===== src/hdl/kcg_pkg.sv =====
package kcg_pkg;

  localparam int SET_W     = 7;
  localparam int CHOOSE_W  = 5;
  localparam int OFFSET_W  = 16;
  localparam int VALUE_W   = 17;
  localparam int POS_W     = 4;
  localparam int CFG_IDX_W = 2;
  localparam int CFG_W     = 16;

  localparam logic [CFG_IDX_W-1:0] REG_SET_SIZE    = 2'd0;
  localparam logic [CFG_IDX_W-1:0] REG_CHOOSE      = 2'd1;
  localparam logic [CFG_IDX_W-1:0] REG_BASE_OFFSET = 2'd2;

  typedef enum logic [2:0] {
    ST_IDLE,
    ST_INIT,
    ST_SEARCH,
    ST_EMIT,
    ST_EMPTY,
    ST_ADV_FIRST,
    ST_ADV_FILL
  } state_t;

  typedef struct packed {
    logic start;
    logic init_write;
    logic search_step;
    logic read_pos;
    logic emit;
    logic emit_empty;
    logic adv_first;
    logic adv_fill;
  } cmd_t;

  typedef struct packed {
    logic usable;
    logic cfg_hit;
    logic pos_last;
    logic run_last;
    logic run_zero;
    logic found;
    logic final_comb;
    logic out_free;
  } status_t;

endpackage


===== src/hdl/k_combination_generator.sv =====
// Lexicographic k-combination generator: each accepted request emits the current
// combination of base_offset .. base_offset+n-1 as k transfers (positions 0..k-1),
// then steps to the next combination, or a single empty transfer when none remains
// or the configuration admits none. The indices live in a single-ported register
// file walked one entry per cycle while the output is not stalled: a request has an
// accept step, a fill of all k indices after reset, a restart or a config write,
// a search from the right for the rightmost index below its limit, k output
// transfers and, unless it is the final combination, a refill from that index
// rightwards; an empty request has only accept and empty steps. No clearing pass.
module k_combination_generator
  import kcg_pkg::*;
#(
  parameter int MAX_CHOOSE = 16,
  parameter int MAX_SET    = 64
) (
  input  logic                 clk,
  input  logic                 rst,
  input  logic                 cfg_write,
  input  logic [CFG_IDX_W-1:0] cfg_index,
  input  logic [CFG_W-1:0]     cfg_data,
  input  logic                 in_valid,
  output logic                 in_stall,
  input  logic                 restart,
  output logic                 out_valid,
  input  logic                 out_stall,
  output logic [VALUE_W-1:0]   element_value,
  output logic [POS_W-1:0]     element_position,
  output logic                 last_element,
  output logic                 last_combination,
  output logic                 empty_res
);

  cmd_t    cmd;
  status_t status;

  kcg_controller u_ctrl (
    .clk      (clk),
    .rst      (rst),
    .in_valid (in_valid),
    .restart  (restart),
    .in_stall (in_stall),
    .status   (status),
    .cmd      (cmd)
  );

  kcg_datapath #(
    .MAX_CHOOSE (MAX_CHOOSE),
    .MAX_SET    (MAX_SET)
  ) u_dp (
    .clk              (clk),
    .rst              (rst),
    .cfg_write        (cfg_write),
    .cfg_index        (cfg_index),
    .cfg_data         (cfg_data),
    .cmd              (cmd),
    .status           (status),
    .out_valid        (out_valid),
    .out_stall        (out_stall),
    .element_value    (element_value),
    .element_position (element_position),
    .last_element     (last_element),
    .last_combination (last_combination),
    .empty_res        (empty_res)
  );

endmodule


===== src/hdl/kcg_controller.sv =====
module kcg_controller
  import kcg_pkg::*;
(
  input  logic    clk,
  input  logic    rst,
  input  logic    in_valid,
  input  logic    restart,
  output logic    in_stall,
  input  status_t status,
  output cmd_t    cmd
);

  state_t state, state_next;
  logic   need_start;
  logic   exhausted;
  logic   accept;

  assign accept = (state == ST_IDLE) && in_valid;

  always_ff @(posedge clk) begin
    if (rst) begin
      state <= ST_IDLE;
    end else begin
      state <= state_next;
    end
  end

  always_ff @(posedge clk) begin
    if (rst) begin
      need_start <= 1'b1;
      exhausted  <= 1'b0;
    end else if (status.cfg_hit) begin
      need_start <= 1'b1;
      exhausted  <= 1'b0;
    end else if (accept && status.usable && (restart || need_start)) begin
      need_start <= 1'b0;
      exhausted  <= 1'b0;
    end else if (state == ST_EMIT && status.out_free && status.pos_last &&
                 status.final_comb) begin
      exhausted <= 1'b1;
    end
  end

  always_comb begin
    state_next = state;
    case (state)
      ST_IDLE: begin
        if (in_valid) begin
          if (!status.usable) begin
            state_next = ST_EMPTY;
          end else if (restart || need_start) begin
            state_next = ST_INIT;
          end else if (exhausted) begin
            state_next = ST_EMPTY;
          end else begin
            state_next = ST_SEARCH;
          end
        end
      end
      ST_INIT: begin
        if (status.pos_last) begin
          state_next = ST_SEARCH;
        end
      end
      ST_SEARCH: begin
        if (status.found || status.run_zero) begin
          state_next = ST_EMIT;
        end
      end
      ST_EMIT: begin
        if (status.out_free && status.pos_last) begin
          state_next = status.final_comb ? ST_IDLE : ST_ADV_FIRST;
        end
      end
      ST_EMPTY: begin
        if (status.out_free) begin
          state_next = ST_IDLE;
        end
      end
      ST_ADV_FIRST: begin
        state_next = status.run_last ? ST_IDLE : ST_ADV_FILL;
      end
      ST_ADV_FILL: begin
        if (status.run_last) begin
          state_next = ST_IDLE;
        end
      end
      default: begin
        state_next = ST_IDLE;
      end
    endcase
  end

  always_comb begin
    cmd      = '0;
    in_stall = 1'b1;
    case (state)
      ST_IDLE: begin
        in_stall  = 1'b0;
        cmd.start = in_valid;
      end
      ST_INIT: begin
        cmd.init_write = 1'b1;
      end
      ST_SEARCH: begin
        cmd.search_step = 1'b1;
      end
      ST_EMIT: begin
        cmd.read_pos = 1'b1;
        cmd.emit     = status.out_free;
      end
      ST_EMPTY: begin
        cmd.emit_empty = status.out_free;
      end
      ST_ADV_FIRST: begin
        cmd.adv_first = 1'b1;
      end
      ST_ADV_FILL: begin
        cmd.adv_fill = 1'b1;
      end
      default: begin
        cmd = '0;
      end
    endcase
  end

endmodule


===== src/hdl/kcg_datapath.sv =====
module kcg_datapath
  import kcg_pkg::*;
#(
  parameter int MAX_CHOOSE = 16,
  parameter int MAX_SET    = 64
) (
  input  logic                 clk,
  input  logic                 rst,
  input  logic                 cfg_write,
  input  logic [CFG_IDX_W-1:0] cfg_index,
  input  logic [CFG_W-1:0]     cfg_data,
  input  cmd_t                 cmd,
  output status_t              status,
  output logic                 out_valid,
  input  logic                 out_stall,
  output logic [VALUE_W-1:0]   element_value,
  output logic [POS_W-1:0]     element_position,
  output logic                 last_element,
  output logic                 last_combination,
  output logic                 empty_res
);

  localparam int AW = (MAX_CHOOSE > 1) ? $clog2(MAX_CHOOSE) : 1;
  localparam int KW = (AW > CHOOSE_W) ? AW : CHOOSE_W;
  localparam int IW = $clog2(MAX_SET);
  localparam int NW = ($clog2(MAX_SET + 1) > SET_W) ? $clog2(MAX_SET + 1) : SET_W;

  logic [SET_W-1:0]    set_size;
  logic [CHOOSE_W-1:0] choose_count;
  logic [OFFSET_W-1:0] base_offset;

  logic [IW-1:0] store [MAX_CHOOSE];
  logic [KW-1:0] pos;
  logic [KW-1:0] run;
  logic [IW-1:0] fill;
  logic          final_comb;

  logic [NW-1:0] n_eff;
  logic [NW-1:0] limit;
  logic [KW-1:0] k_m1;
  logic [AW-1:0] rd_addr;
  logic [AW-1:0] wr_addr;
  logic [IW-1:0] rd_data;
  logic [IW-1:0] wr_data;
  logic          wr_en;
  logic          cfg_hit;
  logic          out_free;

  assign cfg_hit = cfg_write && (cfg_index == REG_SET_SIZE || cfg_index == REG_CHOOSE ||
                                 cfg_index == REG_BASE_OFFSET);

  always_ff @(posedge clk) begin
    if (rst) begin
      set_size     <= SET_W'(1);
      choose_count <= CHOOSE_W'(1);
      base_offset  <= '0;
    end else if (cfg_write) begin
      case (cfg_index)
        REG_SET_SIZE:    set_size     <= cfg_data[SET_W-1:0];
        REG_CHOOSE:      choose_count <= cfg_data[CHOOSE_W-1:0];
        REG_BASE_OFFSET: base_offset  <= cfg_data[OFFSET_W-1:0];
        default:         ;
      endcase
    end
  end

  assign n_eff = (NW'(set_size) > NW'(MAX_SET)) ? NW'(MAX_SET) : NW'(set_size);
  assign k_m1  = KW'(choose_count) - KW'(1);
  assign limit = n_eff - NW'(choose_count) + NW'(run);

  assign rd_addr = cmd.read_pos ? pos[AW-1:0] : run[AW-1:0];
  assign rd_data = store[rd_addr];

  assign wr_en   = cmd.init_write || cmd.adv_first || cmd.adv_fill;
  assign wr_addr = cmd.init_write ? pos[AW-1:0] : run[AW-1:0];
  always_comb begin
    if (cmd.init_write) begin
      wr_data = IW'(pos);
    end else if (cmd.adv_first) begin
      wr_data = rd_data + IW'(1);
    end else begin
      wr_data = fill + IW'(1);
    end
  end

  always_ff @(posedge clk) begin
    if (wr_en) begin
      store[wr_addr] <= wr_data;
    end
    if (cmd.adv_first || cmd.adv_fill) begin
      fill <= wr_data;
    end
    if (cmd.search_step) begin
      final_comb <= !status.found;
    end
  end

  always_ff @(posedge clk) begin
    if (rst) begin
      pos <= '0;
      run <= '0;
    end else begin
      if (cmd.start) begin
        pos <= '0;
      end else if (cmd.init_write) begin
        pos <= status.pos_last ? '0 : pos + KW'(1);
      end else if (cmd.emit) begin
        pos <= pos + KW'(1);
      end
      if (cmd.start) begin
        run <= k_m1;
      end else if (cmd.search_step && !status.found && !status.run_zero) begin
        run <= run - KW'(1);
      end else if ((cmd.adv_first || cmd.adv_fill) && !status.run_last) begin
        run <= run + KW'(1);
      end
    end
  end

  assign out_free = !out_valid || !out_stall;

  always_ff @(posedge clk) begin
    if (rst) begin
      out_valid <= 1'b0;
    end else if (cmd.emit || cmd.emit_empty) begin
      out_valid <= 1'b1;
    end else if (!out_stall) begin
      out_valid <= 1'b0;
    end
  end

  always_ff @(posedge clk) begin
    if (cmd.emit) begin
      element_value    <= VALUE_W'(rd_data) + VALUE_W'(base_offset);
      element_position <= POS_W'(pos);
      last_element     <= status.pos_last;
      last_combination <= final_comb;
      empty_res        <= 1'b0;
    end else if (cmd.emit_empty) begin
      element_value    <= '0;
      element_position <= '0;
      last_element     <= 1'b1;
      last_combination <= 1'b0;
      empty_res        <= 1'b1;
    end
  end

  always_comb begin
    status.usable     = (choose_count != '0) &&
                        (NW'(choose_count) <= NW'(MAX_CHOOSE)) &&
                        (NW'(choose_count) <= n_eff);
    status.cfg_hit    = cfg_hit;
    status.pos_last   = (pos == k_m1);
    status.run_last   = (run == k_m1);
    status.run_zero   = (run == '0);
    status.found      = (NW'(rd_data) < limit);
    status.final_comb = final_comb;
    status.out_free   = out_free;
  end

endmodule


===== config.mk =====
export PLATFORM = sky130hd
export DESIGN_NAME = k_combination_generator
export DESIGN_NICKNAME = d
export VERILOG_FILES = /design/src/hdl/kcg_pkg.sv /design/src/hdl/k_combination_generator.sv /design/src/hdl/kcg_controller.sv /design/src/hdl/kcg_datapath.sv
export SDC_FILE = /design/constraint.sdc
export NUM_CORES = 1
export LEC_CHECK = 0
export BUFFER_PORTS_ARGS = -buffer_cell sky130_fd_sc_hd__buf_2
export CAP_MARGIN = 10
export CORE_MARGIN = 2
export CORE_UTILIZATION = 40
export DETAILED_ROUTE_END_ITERATION = 12
export MAX_ROUTING_LAYER = met4
export PLACE_DENSITY_LB_ADDON = 0.12
export SYNTH_ARGS = -nofsm -noshare
export SYNTH_HDL_FRONTEND = slang
export SYNTH_SLANG_ARGS = --single-unit

===== constraint.sdc =====
create_clock -name clk -period 6.6 [get_ports clk]
set_input_delay 1.65 -clock clk [delete_from_list [all_inputs] [get_ports clk]]
set_output_delay 1.65 -clock clk [all_outputs]
set_load 0.03 [all_outputs]

* Word level (Yosys, flattened, before mapping)
Memory sizes are Yosys's and may differ from the RTL's.
Index checks and enable logic that the tools add are counted.
Widths: inputs -> output; s select.
** Cells by class
- Muxes and demuxes :: 43
- $add $sub $neg :: 9
- Equal/unequal tests :: 17
- Reduce and logical (&&, ||, !) cells :: 41
- $lt $le $gt $ge :: 4
** Operator list (count)
- $mux 17 :: 2
- $mux 3 :: 11
- $mux 5 :: 6
- $pmux 3 s7 :: 1
- $add 6x16->17 :: 1
- $mux 4 :: 4
- $mux 1 :: 15
- $logic_and 1x1->1 :: 13
- $add 6x1->6 const B :: 2
- $mux 6 :: 2
- $add 5x1->5 const B :: 2
- $eq 5x5->1 :: 2
- $ne 2x1->1 const B :: 5
- $sub 5x1->5 const B :: 2
- $eq 3x3->1 const B :: 3
- $logic_or 1x1->1 :: 9
- $add 7x5->7 :: 1
- $gt 7x7->1 const B :: 1
- $le 5x7->1 :: 1
- $lt 6x7->1 :: 1
- $mux 7 :: 1
- $sub 7x5->7 :: 1
- $eq 3x2->1 const B :: 2
- $reduce_and 2->1 :: 3
- other kinds (16) :: 23
** Storage, ports and cells
- Input port bits :: 24
- Bits in registers :: 75
- Logic and storage cells :: 131
- Bits in writable memories :: 96
- Output and inout bits :: 26
- Memories :: 1
** Memory list
- u_dp.store :: words 16, width 6, read ports 1, clocked after Yosys merged registers in 0, wr ports 1, line kcg_datapath.sv:32 : logic [IW-1:0] store [MAX_CHOOSE];

* Depth between registers and ports, before layout
An unclocked memory read counts as a cell.
- Word-level depth :: 11
- Gate-level depth with buffers :: 24
- Gate-level depth less buffers :: 22

* Cells and area by module
Synthesis repeated with hierarchy kept, for this count alone.
** Second synthesis, totals
- Cell total of the unflattened synthesis :: 770
- Area, all modules :: 8866.0 um^2
** Modules (own cells, without submodules)
- kcg_datapath :: instances 1, area an instance 8373.0 um^2, cells an instance 713, sequential area each 4584.4 um^2
- kcg_controller :: instances 1, area an instance 493.0 um^2, cells an instance 57, sequential area each 100.1 um^2

* Worst setup path before layout
Ideal clock, no wire load.
- Path type :: register -> register
- Start point :: register u_dp.run[0]
- End point :: register u_dp.run[4]
- Path buffers :: 2
- Library setup time :: 74 ps
- Arrival :: 4788 ps
- Stages on the path, launching flop included :: 25
- Setup slack :: 1737 ps
- Data required time :: 6526 ps
- Clock period less this slack :: 4863 ps
- Path through :: dfxtp_1 > clkbuf_1 > clkbuf_1 > inv_1 > ha_1 > inv_1 > ha_1 > fa_1 > a21o_1 > a21oi_1 > xnor2_1 > ha_1 > a21o_1 > a21oi_1 > nand2_1 > and4_1 > nand2_1 > inv_1 > fa_1 > a21o_1 > a21o_1 > nand2_1 > nand3_1 > mux2_2 > a31oi_1
** On the way
- Word-level cells in the longest chain between the ends :: 8
- Elaborated cells on any way between the ends :: 18
- Those cells by class :: add/sub: 3; order compare: 1; eq/ne: 1; mux: 4; reduce/logical: 8; memory: 1
** RTL lines
- start, declared :: line kcg_datapath.sv:34 : logic [KW-1:0] run;
- start signal, assigned :: line kcg_datapath.sv:111 : run <= k_m1;
- start signal, assigned :: line kcg_datapath.sv:113 : run <= run - KW'(1);
- start signal, assigned :: line kcg_datapath.sv:115 : run <= run + KW'(1);
- $mux 4 :: line kcg_datapath.sv:71 : assign rd_addr = cmd.read_pos ? pos[AW-1:0] : run[AW-1:0];
- $mem_v2 16x6
- $lt 6x7->1 :: line kcg_datapath.sv:156 : status.found = (NW'(rd_data) < limit);
- $logic_not 1->1 :: line kcg_datapath.sv:112 : end else if (cmd.search_step && !status.found && !status.run_zero) begin
- $logic_and 1x1->1 (2 in series) :: line kcg_datapath.sv:112
- $mux 5 :: line kcg_datapath.sv:112
- $mux 5 :: line kcg_datapath.sv:110 : if (cmd.start) begin
Parallel ways exist; a longest one is shown, timed or not. The select of a mux whose other input is x is not followed.
A chain may end at the register's enable or synchronous reset.

* Final worst setup path
- Start point :: register u_ctrl.state[1]
- End point :: register u_dp.run[4]
** On the way
- Word-level cells in the longest chain between the ends :: 10
- Elaborated cells on any way between the ends :: 21
- Those cells by class :: order compare: 1; eq/ne: 4; mux: 8; reduce/logical: 7; memory: 1
** RTL lines
- start, declared :: line kcg_controller.sv:13 : state_t state, state_next;
- start signal, assigned :: line kcg_controller.sv:24 : state <= state_next;
- $eq 3x2->1 :: line kcg_controller.sv:97 : case (state)
- $mux 2 :: line kcg_controller.sv:97
- $mux 4 :: line kcg_datapath.sv:71
- $mem_v2 16x6
- $lt 6x7->1 :: line kcg_datapath.sv:156
- $logic_not 1->1 :: line kcg_datapath.sv:112
- $logic_and 1x1->1 (2 in series) :: line kcg_datapath.sv:112
- $mux 5 :: line kcg_datapath.sv:112
- $mux 5 :: line kcg_datapath.sv:110
Parallel ways exist; a longest one is shown, timed or not.

==> impl_metrics.env <==
export IMPL_outcome="finished clean"
export IMPL_clk_latency_ns=0.43
export IMPL_cts_buffers=17
export IMPL_synth_top_area_share_pct=43.2
export IMPL_yosysTopAreaCell="edfxtp_1"
export IMPL_synth_ff_type="edfxtp_1"
export IMPL_rows=54
export IMPL_p_comb_share_pct=39.1
export IMPL_synth_cell_types=69
export IMPL_detail_route_vias_per_cell=5.45
export IMPL_vias=6011
export IMPL_tightest_slew_ns=0.957
export IMPL_drtIter0Drc=464
export IMPL_final_antenna_net_count=0
export IMPL_ctsRootBufferMaster="clkbuf_16"
export IMPL_grt_ovfl_total=0
export IMPL_layout_commonest_cell="edfxtp_1"
export IMPL_fin_crit_sh_pct=85.9
export IMPL_synth_top_family_by_area="simple AND/OR/NAND/NOR gates"
export IMPL_nNetsFinal=874
export IMPL_area_growth_pct=12.9
export IMPL_min_period_ns=5.67
export IMPL_p_per_area_nw_per_um2=424
export IMPL_r2r_end="u_dp.run[4]"
export IMPL_critical_path_arrival_ns=6.01
export IMPL_tritoncts="yes"
export IMPL_min_delay_start="u_dp.base_offset[0]"
export IMPL_ys_ff_latch=171
export IMPL_hp_class="flop to flop"
export IMPL_synth_area_um2=8760
export IMPL_sequentialPowerShare_pct=36.2
export IMPL_numClockSinks=171
export IMPL_worst_path_max_fanout=18
export IMPL_synth_xor_area_share_pct=3.30
export IMPL_syn_nets=832
export IMPL_final_hold_violation_count=0
export IMPL_initial_core_util_pct=40.4
export IMPL_die_w_um=152
export IMPL_reg2reg_from="u_ctrl.state[1]"
export IMPL_cts_hold_buf=0
export IMPL_place_detailed_hpwl_um=16000
export IMPL_die_h_um=152
export IMPL_reg2reg_slack_ns=0.93
export IMPL_p_sw_w=0.00168
export IMPL_p_clk_share_pct=24.8
export IMPL_maxCapViolCount=0
export IMPL_cts_clk_slew_worst_paths_ns=0.08
export IMPL_hold_end="u_dp.base_offset[0]"
export IMPL_layout_common_cells="edfxtp_1 (126), nand2_1 (87), nor2_1 (62), buf_2 (49), dfxtp_1 (45)"
export IMPL_cts_setup_buffers=0
export IMPL_switching_share_pct=39.9
export IMPL_grt_pass1_wl_um=33800
export IMPL_worst_setup_path_end_kind="flop"
export IMPL_synth_simple_area_share_pct=13.0
export IMPL_holdPathStages=2
export IMPL_required_ns=6.94
export IMPL_ir_worst_vdd_v=0.000197
export IMPL_yosys_top_cells_area="edfxtp_1 (43%), dfxtp_1 (10%), ha_1 (4.7%), mux2i_1 (4.7%), nand2_1 (3.7%)"
export IMPL_syn_inst=768
export IMPL_internal_power_w=0.00252
export IMPL_synthAdderAreaFrac_pct=6.31
export IMPL_pre_cts_ws_ns=0.980
export IMPL_finalSetupTns_ns=0
export IMPL_grt_usage_pct=19.5
export IMPL_finClkSkew_ns=0.0160
export IMPL_seq_area_frac_synth_pct=53.5
export IMPL_clock_path_buffers=2
export IMPL_startpoint_type="flop"
export IMPL_avgSynthCellArea_um2=11.4
export IMPL_num_io_pins=50
export IMPL_htreeDepth=4
export IMPL_yosys_warnings=0
export IMPL_finalSetupViolCount=0
export IMPL_grt_pass1_vias=5858
export IMPL_drc=0
export IMPL_async_flop_share_pct=0
export IMPL_worstSetupPathType="flop to flop"
export IMPL_p_leak_nw=3.73
export IMPL_cts_resized=0
export IMPL_max_freq_ghz=0.176
export IMPL_synth_compound_area_share_pct=11.3
export IMPL_gp_congestion=0.852
export IMPL_rsz0062_at_grt="no"
export IMPL_synth_edff_count=126
export IMPL_fp_coreArea_um2=21700
export IMPL_portBuffers=49
export IMPL_maxSlewHeadroom_pct=35.8
export IMPL_r2r_cells=19
export IMPL_antenna_found_initial=0
export IMPL_drtPass1Iterations=6
export IMPL_wl_per_cell_um=19.7
export IMPL_diodes=0
export IMPL_grt_max_degree=39
export IMPL_detail_route_wirelength_um=21700
export IMPL_die_area_um2=23100
export IMPL_layout_setup_ws_ns=0.932
export IMPL_drive_gt1_share_pct=15.4
export IMPL_maxSlewViolCount=0
export IMPL_synth_area_mux_share_pct=8.48
per-layer routing:
metal | vias to the layer above | GRT usage [%] | wire [µm]
li1 | 2875 | - | -
met3 | 22 | 3.37 | 973
met2 | 176 | 31.6 | 10600
met1 | 2938 | 25.7 | 9890
met4 | 0 | 4.41 | 240
met5 | - | - | 0
state kept, by name, indices dropped and copies added, names as in the netlist, 3 cells and up:
name / cells
u_dp.choose_count: 5
u_dp.set_size: 7
u_dp.run: 5
u_dp.base_offset: 16
u_dp.fill: 6
u_dp.store: 96
u_dp.pos: 5
u_dp.element_position: 4
u_dp.element_value: 17
u_ctrl.state: 3
worst max-delay path by stage:
stage / from / to / slack (ns)
floorplan: u_dp.run[0] / u_dp.run[4] / 1.74
global placement: u_ctrl.state[1] / u_dp.run[4] / 1.15
detailed placement: u_ctrl.state[1] / u_dp.run[4] / 0.98
CTS: u_ctrl.state[1] / u_dp.run[4] / 0.95
global route: u_ctrl.state[1] / u_dp.run[4] / 0.59
finish: u_ctrl.state[1] / u_dp.run[4] / 0.93
layout make-up:
cell class | count | area (µm²)
repair buffers | 62 | 343
flip-flops and latches | 171 | 4680
inverters | 43 | 161
well taps | 280 | 350
clock buffers | 17 | 425
clock inverters | 15 | 201
multi-input cells | 515 | 3730
fillers | 1977 | 11800
Yosys cell counts, types with 4 or more instances:
library cell	n
o22ai_1	4
buf_2	6
nor3_1	17
xor2_1	9
a31oi_1	15
a21o_1	11
o21ai_0	14
mux2i_1	41
nand3b_1	5
dfxtp_1	45
edfxtp_1	126
nand2_1	87
or3_1	6
nor2b_1	10
fa_1	7
clkbuf_1	22
nand2b_1	12
o21a_1	5
inv_1	43
ha_1	33
a21oi_1	45
buf_4	5
xnor2_1	24
a211oi_1	19
nor2_1	62
mux4_2	12
and3_1	8
nand4_1	4
nand3_1	8
power by group through the flow:
stage / Clock (W) / Sequential [W] / Combinational [W]
5_1_grt: 0.00111 / 0.00153 / 0.00181
4_1_cts: 0.00106 / 0.00152 / 0.00165
2_1_floorplan: 0 / 0.00154 / 0.00115
6_report: 0.00104 / 0.00152 / 0.00164
3_3_place_gp: 0 / 0.00154 / 0.00162
3_5_place_dp: 0 / 0.00154 / 0.00163
worst max-delay path, stage by stage, from the launching register on:
cell	delay [ns]
dfxtp_1	0.69
and4b_1	0.43
a21o_1	0.69
mux4_2	0.58
and2_1	0.17
a211oi_1	0.24
a31oi_1	0.17
ha_1	0.38
a21oi_1	0.22
nand2_1	0.13
and4_1	0.23
nand2_1	0.14
inv_1	0.11
fa_1	0.41
a21o_1	0.20
a21o_1	0.20
nand2_1	0.10
nand3_1	0.07
mux2_2	0.27
a31oi_1	0.13
kinds of logic (layout without fill, tap and decap cells):
kind of cell | count (synthesis) | count (layout)
and+or+nand+nor | 238 | 238
DFF | 171 | 171
AOI/OAI and AO/OA | 146 | 146
buffers and inverters | 82 | 137
muxes | 58 | 58
adders and majority gates | 40 | 40
xor gates and xnor gates | 33 | 33
per-stage QoR:
stage | total power, W | cells | hold slack, ns | utilization, % | area [µm²]
final | 0.00419 | 1103 | 0.476 | 45.6 | 9890
after global routing | 0.00445 | 1103 | 0.487 | 45.6 | 9890
after CTS | 0.00422 | 1103 | 0.478 | 45.6 | 9890
after detailed placement | 0.00318 | 1071 | 0.464 | 42.7 | 9260
after global placement | 0.00316 | 1071 | 0.446 | 42.7 | 9260
after floorplan | 0.00269 | 768 | 0.432 | - | 8760
Note: power is estimated with default switching activity, not from simulation.
